===== src/design/ghash_pkg.sv =====
`default_nettype none
// ----------------------------------------------------------------------------
// GHASH package
// Shared widths, constants, control codes and types for the GHASH block.
// ----------------------------------------------------------------------------
package ghash_pkg;

  localparam int unsigned BlkW   = 128;
  localparam int unsigned HalfW  = 64;
  localparam int unsigned BytesW = 5;
  localparam int unsigned NBytes = BlkW / 8;
  localparam int unsigned StepW  = $clog2(BlkW);

  // Reduction byte of the field polynomial, applied at the leading byte.
  localparam logic [7:0] GfReduce = 8'he1;

  // Configuration register indexes.
  localparam logic CfgHHi = 1'b0;
  localparam logic CfgHLo = 1'b1;

  typedef enum logic [1:0] {
    ST_IDLE,
    ST_DATA,
    ST_LEN,
    ST_EMIT
  } ghash_state_e;

  // Status of the serial multiplier as seen by the controller.
  typedef struct packed {
    logic done;
  } gfmul_status_t;

endpackage : ghash_pkg
`default_nettype wire


===== src/design/ghash_gfmul.sv =====
`default_nettype none
// ----------------------------------------------------------------------------
// GHASH bit-serial multiplier
// Multiplies X by H in GF(2^128), GCM bit order, one bit of X per cycle.
// ----------------------------------------------------------------------------
module ghash_gfmul import ghash_pkg::*; (
  input  wire logic               clk_i,
  input  wire logic               rst_ni,
  input  wire logic               start_i,
  input  wire logic [BlkW-1:0]    x_i,
  input  wire logic [BlkW-1:0]    h_i,
  output gfmul_status_t           status_o,
  output logic      [BlkW-1:0]    z_o
);

  localparam logic [StepW-1:0] LastStep = StepW'(BlkW - 1);

  logic [BlkW-1:0]  x_q, x_d, v_q, v_d, z_q, z_d;
  logic [StepW-1:0] step_q, step_d;
  logic             busy_q, busy_d, done_q, done_d;

  always_comb begin
    x_d    = x_q;
    v_d    = v_q;
    z_d    = z_q;
    step_d = step_q;
    busy_d = busy_q;
    done_d = 1'b0;
    if (start_i) begin
      x_d    = x_i;
      v_d    = h_i;
      z_d    = '0;
      step_d = '0;
      busy_d = 1'b1;
    end else if (busy_q) begin
      // The leading bit of X selects whether the current multiple of H is added.
      if (x_q[BlkW-1]) begin
        z_d = z_q ^ v_q;
      end
      v_d = v_q >> 1;
      if (v_q[0]) begin
        v_d[BlkW-1 -: 8] = v_d[BlkW-1 -: 8] ^ GfReduce;
      end
      x_d    = x_q << 1;
      step_d = step_q + 1'b1;
      if (step_q == LastStep) begin
        busy_d = 1'b0;
        done_d = 1'b1;
      end
    end
  end

  always_ff @(posedge clk_i or negedge rst_ni) begin
    if (!rst_ni) begin
      busy_q <= 1'b0;
      done_q <= 1'b0;
      step_q <= '0;
    end else begin
      busy_q <= busy_d;
      done_q <= done_d;
      step_q <= step_d;
    end
  end

  always_ff @(posedge clk_i) begin
    x_q <= x_d;
    v_q <= v_d;
    z_q <= z_d;
  end

  assign status_o.done = done_q;
  assign z_o           = z_q;

endmodule : ghash_gfmul
`default_nettype wire


===== src/design/ghash_authenticator.sv =====
`default_nettype none
// ----------------------------------------------------------------------------
// GHASH authenticator
// Folds additional data and ciphertext blocks into the GCM hash and emits it.
// ----------------------------------------------------------------------------
// Each transaction carries one 128-bit block with its count of leading valid
// bytes (counts above 16 act as 16; bytes past the count are zeroed). A block
// with a nonzero count is XORed into the accumulator and multiplied by H in a
// bit-serial GF(2^128) multiplier that consumes one bit of the operand per
// cycle. The bit counts of additional data and ciphertext are kept modulo
// 2^64. A transaction with last set also absorbs the length block
// (additional-data bits, then text bits) through a second multiply, and then
// loads the hash into the output register and clears the accumulator and
// counts. The block takes one item at a time: in_stall_o is high from
// acceptance until the multiply work of that item is done and, for a last
// item, its hash is loaded into the output register. The output register
// decouples the result side, so the next item is taken while a hash still
// waits; only a second hash waits for it. H is to be written through the
// configuration port only while the block is idle; the block itself does not
// enforce this.
// ----------------------------------------------------------------------------
module ghash_authenticator import ghash_pkg::*; (
  input  wire logic              clk_i,
  input  wire logic              rst_ni,
  // Configuration
  input  wire logic              cfg_we_i,
  input  wire logic              cfg_idx_i,
  input  wire logic [HalfW-1:0]  cfg_wdata_i,
  // Input channel
  input  wire logic              in_valid_i,
  output logic                   in_stall_o,
  input  wire logic [HalfW-1:0]  block_hi_i,
  input  wire logic [HalfW-1:0]  block_lo_i,
  input  wire logic [BytesW-1:0] valid_bytes_i,
  input  wire logic              is_text_i,
  input  wire logic              last_i,
  // Output channel
  output logic                   out_valid_o,
  input  wire logic              out_stall_i,
  output logic      [HalfW-1:0]  hash_hi_o,
  output logic      [HalfW-1:0]  hash_lo_o
);

  localparam logic [BytesW-1:0] FullCount = BytesW'(NBytes);

  ghash_state_e  state_q, state_d;
  logic [HalfW-1:0] h_hi_q, h_lo_q;
  logic [BlkW-1:0]  acc_q, acc_d;
  logic [HalfW-1:0] aad_bits_q, aad_bits_d, text_bits_q, text_bits_d;
  logic             last_q, last_d;
  logic             out_valid_q, out_valid_d;
  logic [BlkW-1:0]  hash_q, hash_d;

  logic             in_accept;
  logic             out_free;
  logic [BytesW-1:0] n_sat;
  logic [BlkW-1:0]  block_raw, block_masked;
  logic [HalfW-1:0] n_bits;
  logic             mul_start;
  logic [BlkW-1:0]  mul_x, mul_z;
  gfmul_status_t    mul_status;

  assign in_accept = in_valid_i && !in_stall_o;
  assign in_stall_o = (state_q != ST_IDLE);
  // The output register can take a new hash when it is empty or being drained.
  assign out_free = !out_valid_q || !out_stall_i;

  // Saturate the byte count and zero bytes past it; byte 0 sits on top.
  always_comb begin
    n_sat = (valid_bytes_i > FullCount) ? FullCount : valid_bytes_i;
    block_raw = {block_hi_i, block_lo_i};
    for (int j = 0; j < NBytes; j++) begin
      block_masked[BlkW-1-8*j -: 8] =
        (BytesW'(j) < n_sat) ? block_raw[BlkW-1-8*j -: 8] : 8'h00;
    end
    n_bits = {{(HalfW-BytesW-3){1'b0}}, n_sat, 3'b000};
  end

  // H registers.
  always_ff @(posedge clk_i or negedge rst_ni) begin
    if (!rst_ni) begin
      h_hi_q <= '0;
      h_lo_q <= '0;
    end else if (cfg_we_i) begin
      unique case (cfg_idx_i)
        CfgHHi:  h_hi_q <= cfg_wdata_i;
        CfgHLo:  h_lo_q <= cfg_wdata_i;
        default: h_hi_q <= h_hi_q;
      endcase
    end
  end

  // Controller: sequences the data multiply, the length multiply and the
  // hand-off of the hash to the output register.
  always_comb begin
    state_d     = state_q;
    acc_d       = acc_q;
    aad_bits_d  = aad_bits_q;
    text_bits_d = text_bits_q;
    last_d      = last_q;
    out_valid_d = out_valid_q && out_stall_i;
    hash_d      = hash_q;
    mul_start   = 1'b0;
    mul_x       = acc_q ^ block_masked;

    unique case (state_q)
      ST_IDLE: begin
        if (in_accept) begin
          last_d = last_i;
          if (n_sat != '0) begin
            if (is_text_i) begin
              text_bits_d = text_bits_q + n_bits;
            end else begin
              aad_bits_d = aad_bits_q + n_bits;
            end
            mul_start = 1'b1;
            mul_x     = acc_q ^ block_masked;
            state_d   = ST_DATA;
          end else if (last_i) begin
            // Empty last block: go straight to the length block.
            mul_start = 1'b1;
            mul_x     = acc_q ^ {aad_bits_q, text_bits_q};
            state_d   = ST_LEN;
          end
        end
      end
      ST_DATA: begin
        if (mul_status.done) begin
          acc_d = mul_z;
          if (last_q) begin
            mul_start = 1'b1;
            mul_x     = mul_z ^ {aad_bits_q, text_bits_q};
            state_d   = ST_LEN;
          end else begin
            state_d = ST_IDLE;
          end
        end
      end
      ST_LEN: begin
        if (mul_status.done) begin
          state_d = ST_EMIT;
        end
      end
      ST_EMIT: begin
        // The multiplier keeps its product until the next start.
        if (out_free) begin
          hash_d      = mul_z;
          out_valid_d = 1'b1;
          acc_d       = '0;
          aad_bits_d  = '0;
          text_bits_d = '0;
          state_d     = ST_IDLE;
        end
      end
      default: state_d = ST_IDLE;
    endcase
  end

  always_ff @(posedge clk_i or negedge rst_ni) begin
    if (!rst_ni) begin
      state_q     <= ST_IDLE;
      acc_q       <= '0;
      aad_bits_q  <= '0;
      text_bits_q <= '0;
      last_q      <= 1'b0;
      out_valid_q <= 1'b0;
    end else begin
      state_q     <= state_d;
      acc_q       <= acc_d;
      aad_bits_q  <= aad_bits_d;
      text_bits_q <= text_bits_d;
      last_q      <= last_d;
      out_valid_q <= out_valid_d;
    end
  end

  always_ff @(posedge clk_i) begin
    hash_q <= hash_d;
  end

  ghash_gfmul u_gfmul (
    .clk_i    (clk_i),
    .rst_ni   (rst_ni),
    .start_i  (mul_start),
    .x_i      (mul_x),
    .h_i      ({h_hi_q, h_lo_q}),
    .status_o (mul_status),
    .z_o      (mul_z)
  );

  assign out_valid_o = out_valid_q;
  assign hash_hi_o   = hash_q[BlkW-1 -: HalfW];
  assign hash_lo_o   = hash_q[HalfW-1:0];

endmodule : ghash_authenticator
`default_nettype wire


===== config.mk =====
export PLATFORM = sky130hd
export DESIGN_NAME = ghash_authenticator
export DESIGN_NICKNAME = d
export VERILOG_FILES = /design/src/design/ghash_pkg.sv /design/src/design/ghash_gfmul.sv /design/src/design/ghash_authenticator.sv
export SDC_FILE = /design/constraint.sdc
export NUM_CORES = 2
export LEC_CHECK = 0
export BUFFER_PORTS_ARGS = -buffer_cell sky130_fd_sc_hd__buf_2
export CAP_MARGIN = 20
export CORE_MARGIN = 3
export CORE_UTILIZATION = 40
export CTS_CLUSTER_DIAMETER = 60
export DETAILED_ROUTE_END_ITERATION = 7
export HOLD_SLACK_MARGIN = 0.12
export PLACE_DENSITY = 0.69
export SYNTH_ARGS = -nofsm -noshare
export SYNTH_HDL_FRONTEND = slang
export SYNTH_SLANG_ARGS = --single-unit

===== constraint.sdc =====
create_clock -name clk_i -period 11.61 [get_ports clk_i]
set_clock_uncertainty 0.15 [all_clocks]
set_input_delay 1.161 -clock clk_i [delete_from_list [all_inputs] [get_ports clk_i]]
set_output_delay 1.161 -clock clk_i [all_outputs]
set_load 0.01 [all_outputs]

# Yosys cells after proc, flatten, opt, wreduce, memory -nomap -nowiden
# Index checks and enable logic that the tools add are counted.
# W data, S select, Z words.
[word_totals] latch_bits=0 inputBits=205 out_inout_bits=130 mem_bits_rw=0 ff_bits=909 romBits=0 n_memories=0 word_cells=138
[classes] n_reduce_logical=21 muxes=64 n_lt_le_gt_ge=17 n_div=0 add_sub_neg=3 n_shift=0 eq_ne=12 bitwise=6 multipliers=0
[ops] operator="$mux W128" n=11
[ops] operator="$pmux W128 S2" n=2
[ops] operator="$xor A128 B128 Y128" n=4
[ops] operator="$mux W64" n=7
[ops] operator="$pmux W64 S2" n=2
[ops] operator="$mux W8" n=17
[ops] operator="$add A64 B8 Y64" n=2
[ops] operator="$lt A4 B5 Y1 const A" n=8
[ops] operator="$lt A3 B5 Y1 const A" n=4
[ops] operator="$reduce_and A5 Y1" n=3
[ops] operator="$mux W2" n=7
[ops] operator="$mux W7" n=2
[ops] operator="$mux W1" n=13
[ops] operator="$lt A1 B5 Y1 const A" n=2
[ops] operator="$lt A2 B5 Y1 const A" n=2
[ops] operator="$ne A2 B2 Y1 const B" n=5
[ops] operator="$reduce_and A2 Y1" n=5
[ops] operator="$pmux W2 S4" n=1
[ops] operator="$reduce_bool A2 Y1" n=4
[ops] operator="$add A7 B1 Y7 const B" n=1
[ops] operator="$eq A7 B7 Y1 const B" n=1
[ops] operator="$gt A5 B5 Y1 const B" n=1
[ops] operator="$mux W5" n=1
[ops] operator="$reduce_bool A5 Y1" n=1
[ops] operator="12 further kinds" n=17

# Depth between registers and ports, before layout
[depth] depth_word=10 depth_mapped=13 ltp_nobuf=9

# Hierarchy
# From an unflattened synthesis, not the netlist that was laid out.
[hier_totals] hier_cells=3760 area_unflattened_um2=44376.3
[by_module_without_submodules] module="ghash_authenticator" cells_each=2620 seq_area_each_um2=13402.9 area_per_inst_um2=27133.5 n_inst=1
[by_module_without_submodules] module="ghash_gfmul" cells_each=1140 seq_area_each_um2=10475.0 area_per_inst_um2=17242.8 n_inst=1

# Worst setup path before layout
# OpenSTA, ideal clock, no wires.
[synth_path] path_type="in2reg" from="input valid_bytes_i[4]" to="register u_gfmul.v_q[0] (enable)" cell_stages=7 path_buffers=3 required_ps=9480 slack_ps=2463 setup_time_ps=1980 arrival_ps=7017 cell_sequence="or4_1 > buf_2 > or3_1 > a21oi_2 > buf_2 > buf_2 > nand2_1"
[synth_via] elab_chain_len=7
[synth_lines] item="from (decl)" line_no="ghash_authenticator.sv:34" rtl="input wire logic [BytesW-1:0] valid_bytes_i,"
[synth_lines] item="$gt A5 B5 Y1" line_no="ghash_authenticator.sv:70" rtl="n_sat = (valid_bytes_i > FullCount) ? FullCount : valid_bytes_i;"
[synth_lines] item="$mux W5 *" line_no="ghash_authenticator.sv:70"
[synth_lines] item="$reduce_bool A5 Y1 *" line_no="ghash_authenticator.sv:110" rtl="if (n_sat != '0) begin"
[synth_lines] item="$mux W1 *" line_no="ghash_authenticator.sv:110"
[synth_lines] item="$mux W1 *" line_no="ghash_authenticator.sv:108" rtl="if (in_accept) begin"
[synth_lines] item="$pmux W1 S2 *" line_no="ghash_authenticator.sv:106" rtl="unique case (state_q)"
[synth_lines] item="$reduce_bool A2 Y1 (no line) *"
[synth_lines] item="to (signal assigned)" line_no="ghash_gfmul.sv:67" rtl="v_q <= v_d;"
[synth_lines] item="to (decl)" line_no="ghash_gfmul.sv:18" rtl="logic [BlkW-1:0] x_q, x_d, v_q, v_d, z_q, z_d;"
# Mark *: on every way between the ends. The rest lies on a longest branch, timed or not.
# A chain may end at the register's enable or synchronous reset.

# Worst setup path after layout
[layout_path] from="input valid_bytes_i[4]" to="register u_gfmul.x_q[26] (enable)"
[layout_via] elab_chain_len=7
[layout_lines] item="$gt A5 B5 Y1" line_no="ghash_authenticator.sv:70"
[layout_lines] item="$mux W5 *" line_no="ghash_authenticator.sv:70"
[layout_lines] item="$reduce_bool A5 Y1 *" line_no="ghash_authenticator.sv:110"
[layout_lines] item="$mux W1 *" line_no="ghash_authenticator.sv:110"
[layout_lines] item="$mux W1 *" line_no="ghash_authenticator.sv:108"
[layout_lines] item="$pmux W1 S2 *" line_no="ghash_authenticator.sv:106"
[layout_lines] item="$reduce_bool A2 Y1 (no line) *"
[layout_lines] item="to (signal assigned)" line_no="ghash_gfmul.sv:66" rtl="x_q <= x_d;"
[layout_lines] item="to (decl)" line_no="ghash_gfmul.sv:18"
# Marked as above.

==> qor.yml <==
worst_setup_path:
  rrSetupSlack_ns: 7.11
  delay_contributed_by_the_slowest_stage_of_the_critical_path_ns: 0.96
  critical_path_cell_list: "buf_2, or4_1, or3_1, a21oi_4, buf_4, nand2_4, buf_12"
  critPathLaunch: "valid_bytes_i[4]"
  critPathCaptureType: "flip-flop"
  worstSetupStartpointType: "primary input"
  r2r-end: "u_gfmul.x_q[75]"
  worstSetupPathType: "primary input to flip-flop"
  cp_max_fo: 165
  crit_required_ns: 11.63
  cp_num_cells: 7
  critical_path_s_top_delay_family: "simple AND/OR/NAND/NOR gates"
  cp.buffers_inverters: 3
  worstPathArrival_ns: 4.91
  crit_path_top_delay_cell: "or4_1"
  cp-endpoint: "u_gfmul.x_q[26]"
  rr_worst_depth: 8
  rr_startpoint: "state_q[1]"
finish:
  register_area_um2: 23900
  areaGrowthSynthToFinish_pct: 14.5
  area_used_by_multi_input_combinational_logic_um2: 16500
  design_area_um2: 47400
  drive_above_1_share: 0.169
  filler_cell_count: 9405
  num-nets-final: 4265
sta:
  min_period_over_period: 0.421
  finalWorstPathRequiredPeriod_ns: 4.89
  final-hold-violation-count: 0
  max_slew_headroom: 0.195
  grt_setup_unrepaired: "no"
  setup_total_negative_slack_ns: 0
  slew_viol_final: 0
  hold_slack_ns: 0.341
  fmaxAchievable_mhz: 204
  finalSetupViolCount: 0
  worstMarginPinSlew_ns: 1.21
clocking:
  postCtsSetupRepairBufs: 0
  clock_transition_at_path_regs_ns: 0.07
  cts_tree: "built"
  h-tree-depth: 3
  cts_buf_count: 96
  clock-root-buffer: "clkbuf_16"
  clock_insertion_delay_worst_skew_ns: 0.67
  clock_path_buffers: 3
  clkSinkCount: 903
  cts-hold-fix-buffers: 0
  post_cts.resized_instances: 0
global_routing:
  first_global_vias: 29700
  grt-ovfl-total: 0
  grt_start_max_net_pins: 171
  grt.total_usage: 0.238
  global_route_wire_length_before_repair_um: 194000
  antenna_found_initial: 29
place:
  dpl-instance-area_um2: 44200
  number_of_port_buffers: 334
  place.detailed.hpwl_um: 86000
  place.gp.congestion: 0.859
logic_synthesis:
  synthArstFlopShare: 0.433
  mappedNetlistArea_um2: 41400
  ys_top_cells_by_area: "edfxtp_1, dfrtp_1, xor2_1"
  post_synth_inst_count: 3845
  yosysWarnings: 0
  yosys.cell_types.count: 77
  syn_avg_cell_area_um2: 10.8
  synth.top_cell.area_share: 0.278
  synthTopCellsByCount: "nand2_1, dfrtp_1, edfxtp_1"
  synth.most_common_cell: "nand2_1"
  edff_count_synth: 384
  synth_top_flop_cell: "dfrtp_1"
  yosys.area.top_type: "edfxtp_1"
  postSynthNetCount: 4061
  synth.ff_latch_count: 903
  ys_seq_area_frac: 0.576
floorplan:
  initial_util: 0.405
  placeableCoreArea_um2: 102000
  die_area_um2: 108000
  num_rows: 117
  ios: 335
  die-height_um: 328
  die_w_um: 328
outcome:
  outcome: "completed"
detailed_routing:
  wire_per_inst_um: 23.8
  drtIter0Drc: 3695
  num_vias: 31500
  routed_via_density: 5.71
  dr.pass1.iters: 7
  post-route-drc-count: 0
  detail_route.wirelength_um: 131000
  final_antenna_net_count: 0
power_and_ir_drop:
  power_density_nw_per_um2: 216
  power.static_leakage_nw: 19.8
  ir_drop_uv: 130
run:
  max_cap_viols: 0
worst_hold_path:
  timing.hold.worst.class: "primary input to async pin"
metal layers:
| metal | vias up | wire length (µm) | global-route usage |
|---|---|---|---|
| met2 | 1539 | 59600 | 0.368 |
| met3 | 221 | 11900 | 0.0425 |
| met5 | - | 68 | 0 |
| met1 | 15700 | 55700 | 0.340 |
| li1 | 14000 | - | - |
| met4 | 12 | 4050 | 0.0744 |
through the flow:
| stage | utilization | power [mW] | cells | worst slack, ns |
|---|---|---|---|---|
| finish | 0.464 | 10.2 | 5519 | 6.72 |
| global route | 0.463 | 10.7 | 5504 | 6.60 |
| CTS | 0.463 | 10.3 | 5501 | 6.86 |
| detailed placement | 0.432 | 7.15 | 5319 | 6.12 |
| global placement | 0.432 | 7.07 | 5319 | 6.21 |
| floorplan | - | 6.31 | 3845 | 2.46 |
flip-flops by register name (all words and copies together) (netlist names):
| register | flops |
|---|---|
| acc_q | 128 |
| hash_q | 128 |
| u_gfmul.v_q | 128 |
| u_gfmul.x_q | 128 |
| u_gfmul.z_o | 128 |
| h_hi_q | 64 |
| h_lo_q | 64 |
| aad_bits_q | 61 |
| text_bits_q | 61 |
| u_gfmul.step_q | 7 |
| state_q | 2 |
| last_q | 1 |
| out_valid_o | 1 |
| u_gfmul.busy_q | 1 |
| u_gfmul.status_o | 1 |
placed cells by master (no fill, tap or decap), types with 20 or more instances in the layout:
cell,netlist,layout
o221ai_1,22,22
xor2_1,311,311
a31oi_1,24,24
nor3_1,27,27
nor4_1,34,34
dfrtp_1,391,391
nor2_1,308,307
buf_4,2,37
buf_2,46,333
xnor2_1,160,160
mux2_2,128,128
dfxtp_1,128,128
a21oi_1,198,198
nand4_1,33,33
a21boi_1,20,20
clkinv_2,1,25
edfxtp_1,384,384
inv_1,20,20
clkbuf_16,0,100
a221o_1,23,23
o21ai_0,89,88
a22o_1,128,128
nand3_1,47,47
a22oi_1,107,107
or3_1,36,36
nand2_1,677,671
clkbuf_1,209,21
o21ai_1,88,88
worst min-delay path by stage:
stage,start,end,slack (ns)
after detailed placement,h_lo_q[9],h_lo_q[9],0.34
after CTS,h_lo_q[36],h_lo_q[36],0.36
after floorplan,u_gfmul.z_o[0],hash_q[0],0.32
after global routing,h_lo_q[9],h_lo_q[9],0.36
after global placement,h_lo_q[20],h_lo_q[20],0.34
final,rst_ni,acc_q[84],0.34
logic make-up after synthesis:
logic type / after synthesis / share of synthesized area
AND/OR/NAND/NOR: 1245 / 0.129
XOR/XNOR: 471 / 0.0995
AO/OA/AOI/OAI: 793 / 0.128
adder cells (fa/ha/maj): 11 / 0.00332
buffers and inverters: 292 / 0.0285
multiplexers: 130 / 0.0353
flip-flops: 903 / 0.576
power breakdown:
part | switching (mW) | internal, mW | total [mW]
combinational | 1.04 | 0.804 | 1.85
clock | 1.36 | 1.76 | 3.12
sequential | 0.908 | 4.37 | 5.28
area by class of cell:
cell class | instances | share of cell area
Tap cell | 1368 | 0.0361
Clock inverter | 53 | 0.0103
Antenna cell | 18 | 0.000950
Sequential cell | 903 | 0.503
Inverter | 23 | 0.00200
Multi-Input combinational cell | 2650 | 0.348
Timing Repair Buffer | 375 | 0.0430
Clock buffer | 129 | 0.0567
worst register-to-register path, stage by stage, from the launching register on:
cell     delay (ns)
dfrtp_1        0.58
nor2_4         0.18
buf_4          0.58
and2_1         0.39
nand2_2        0.12
nand2_4        0.44
buf_12         0.61
buf_4          0.93
a31oi_1        0.23
Note: power is estimated with default switching activity, not from simulation.
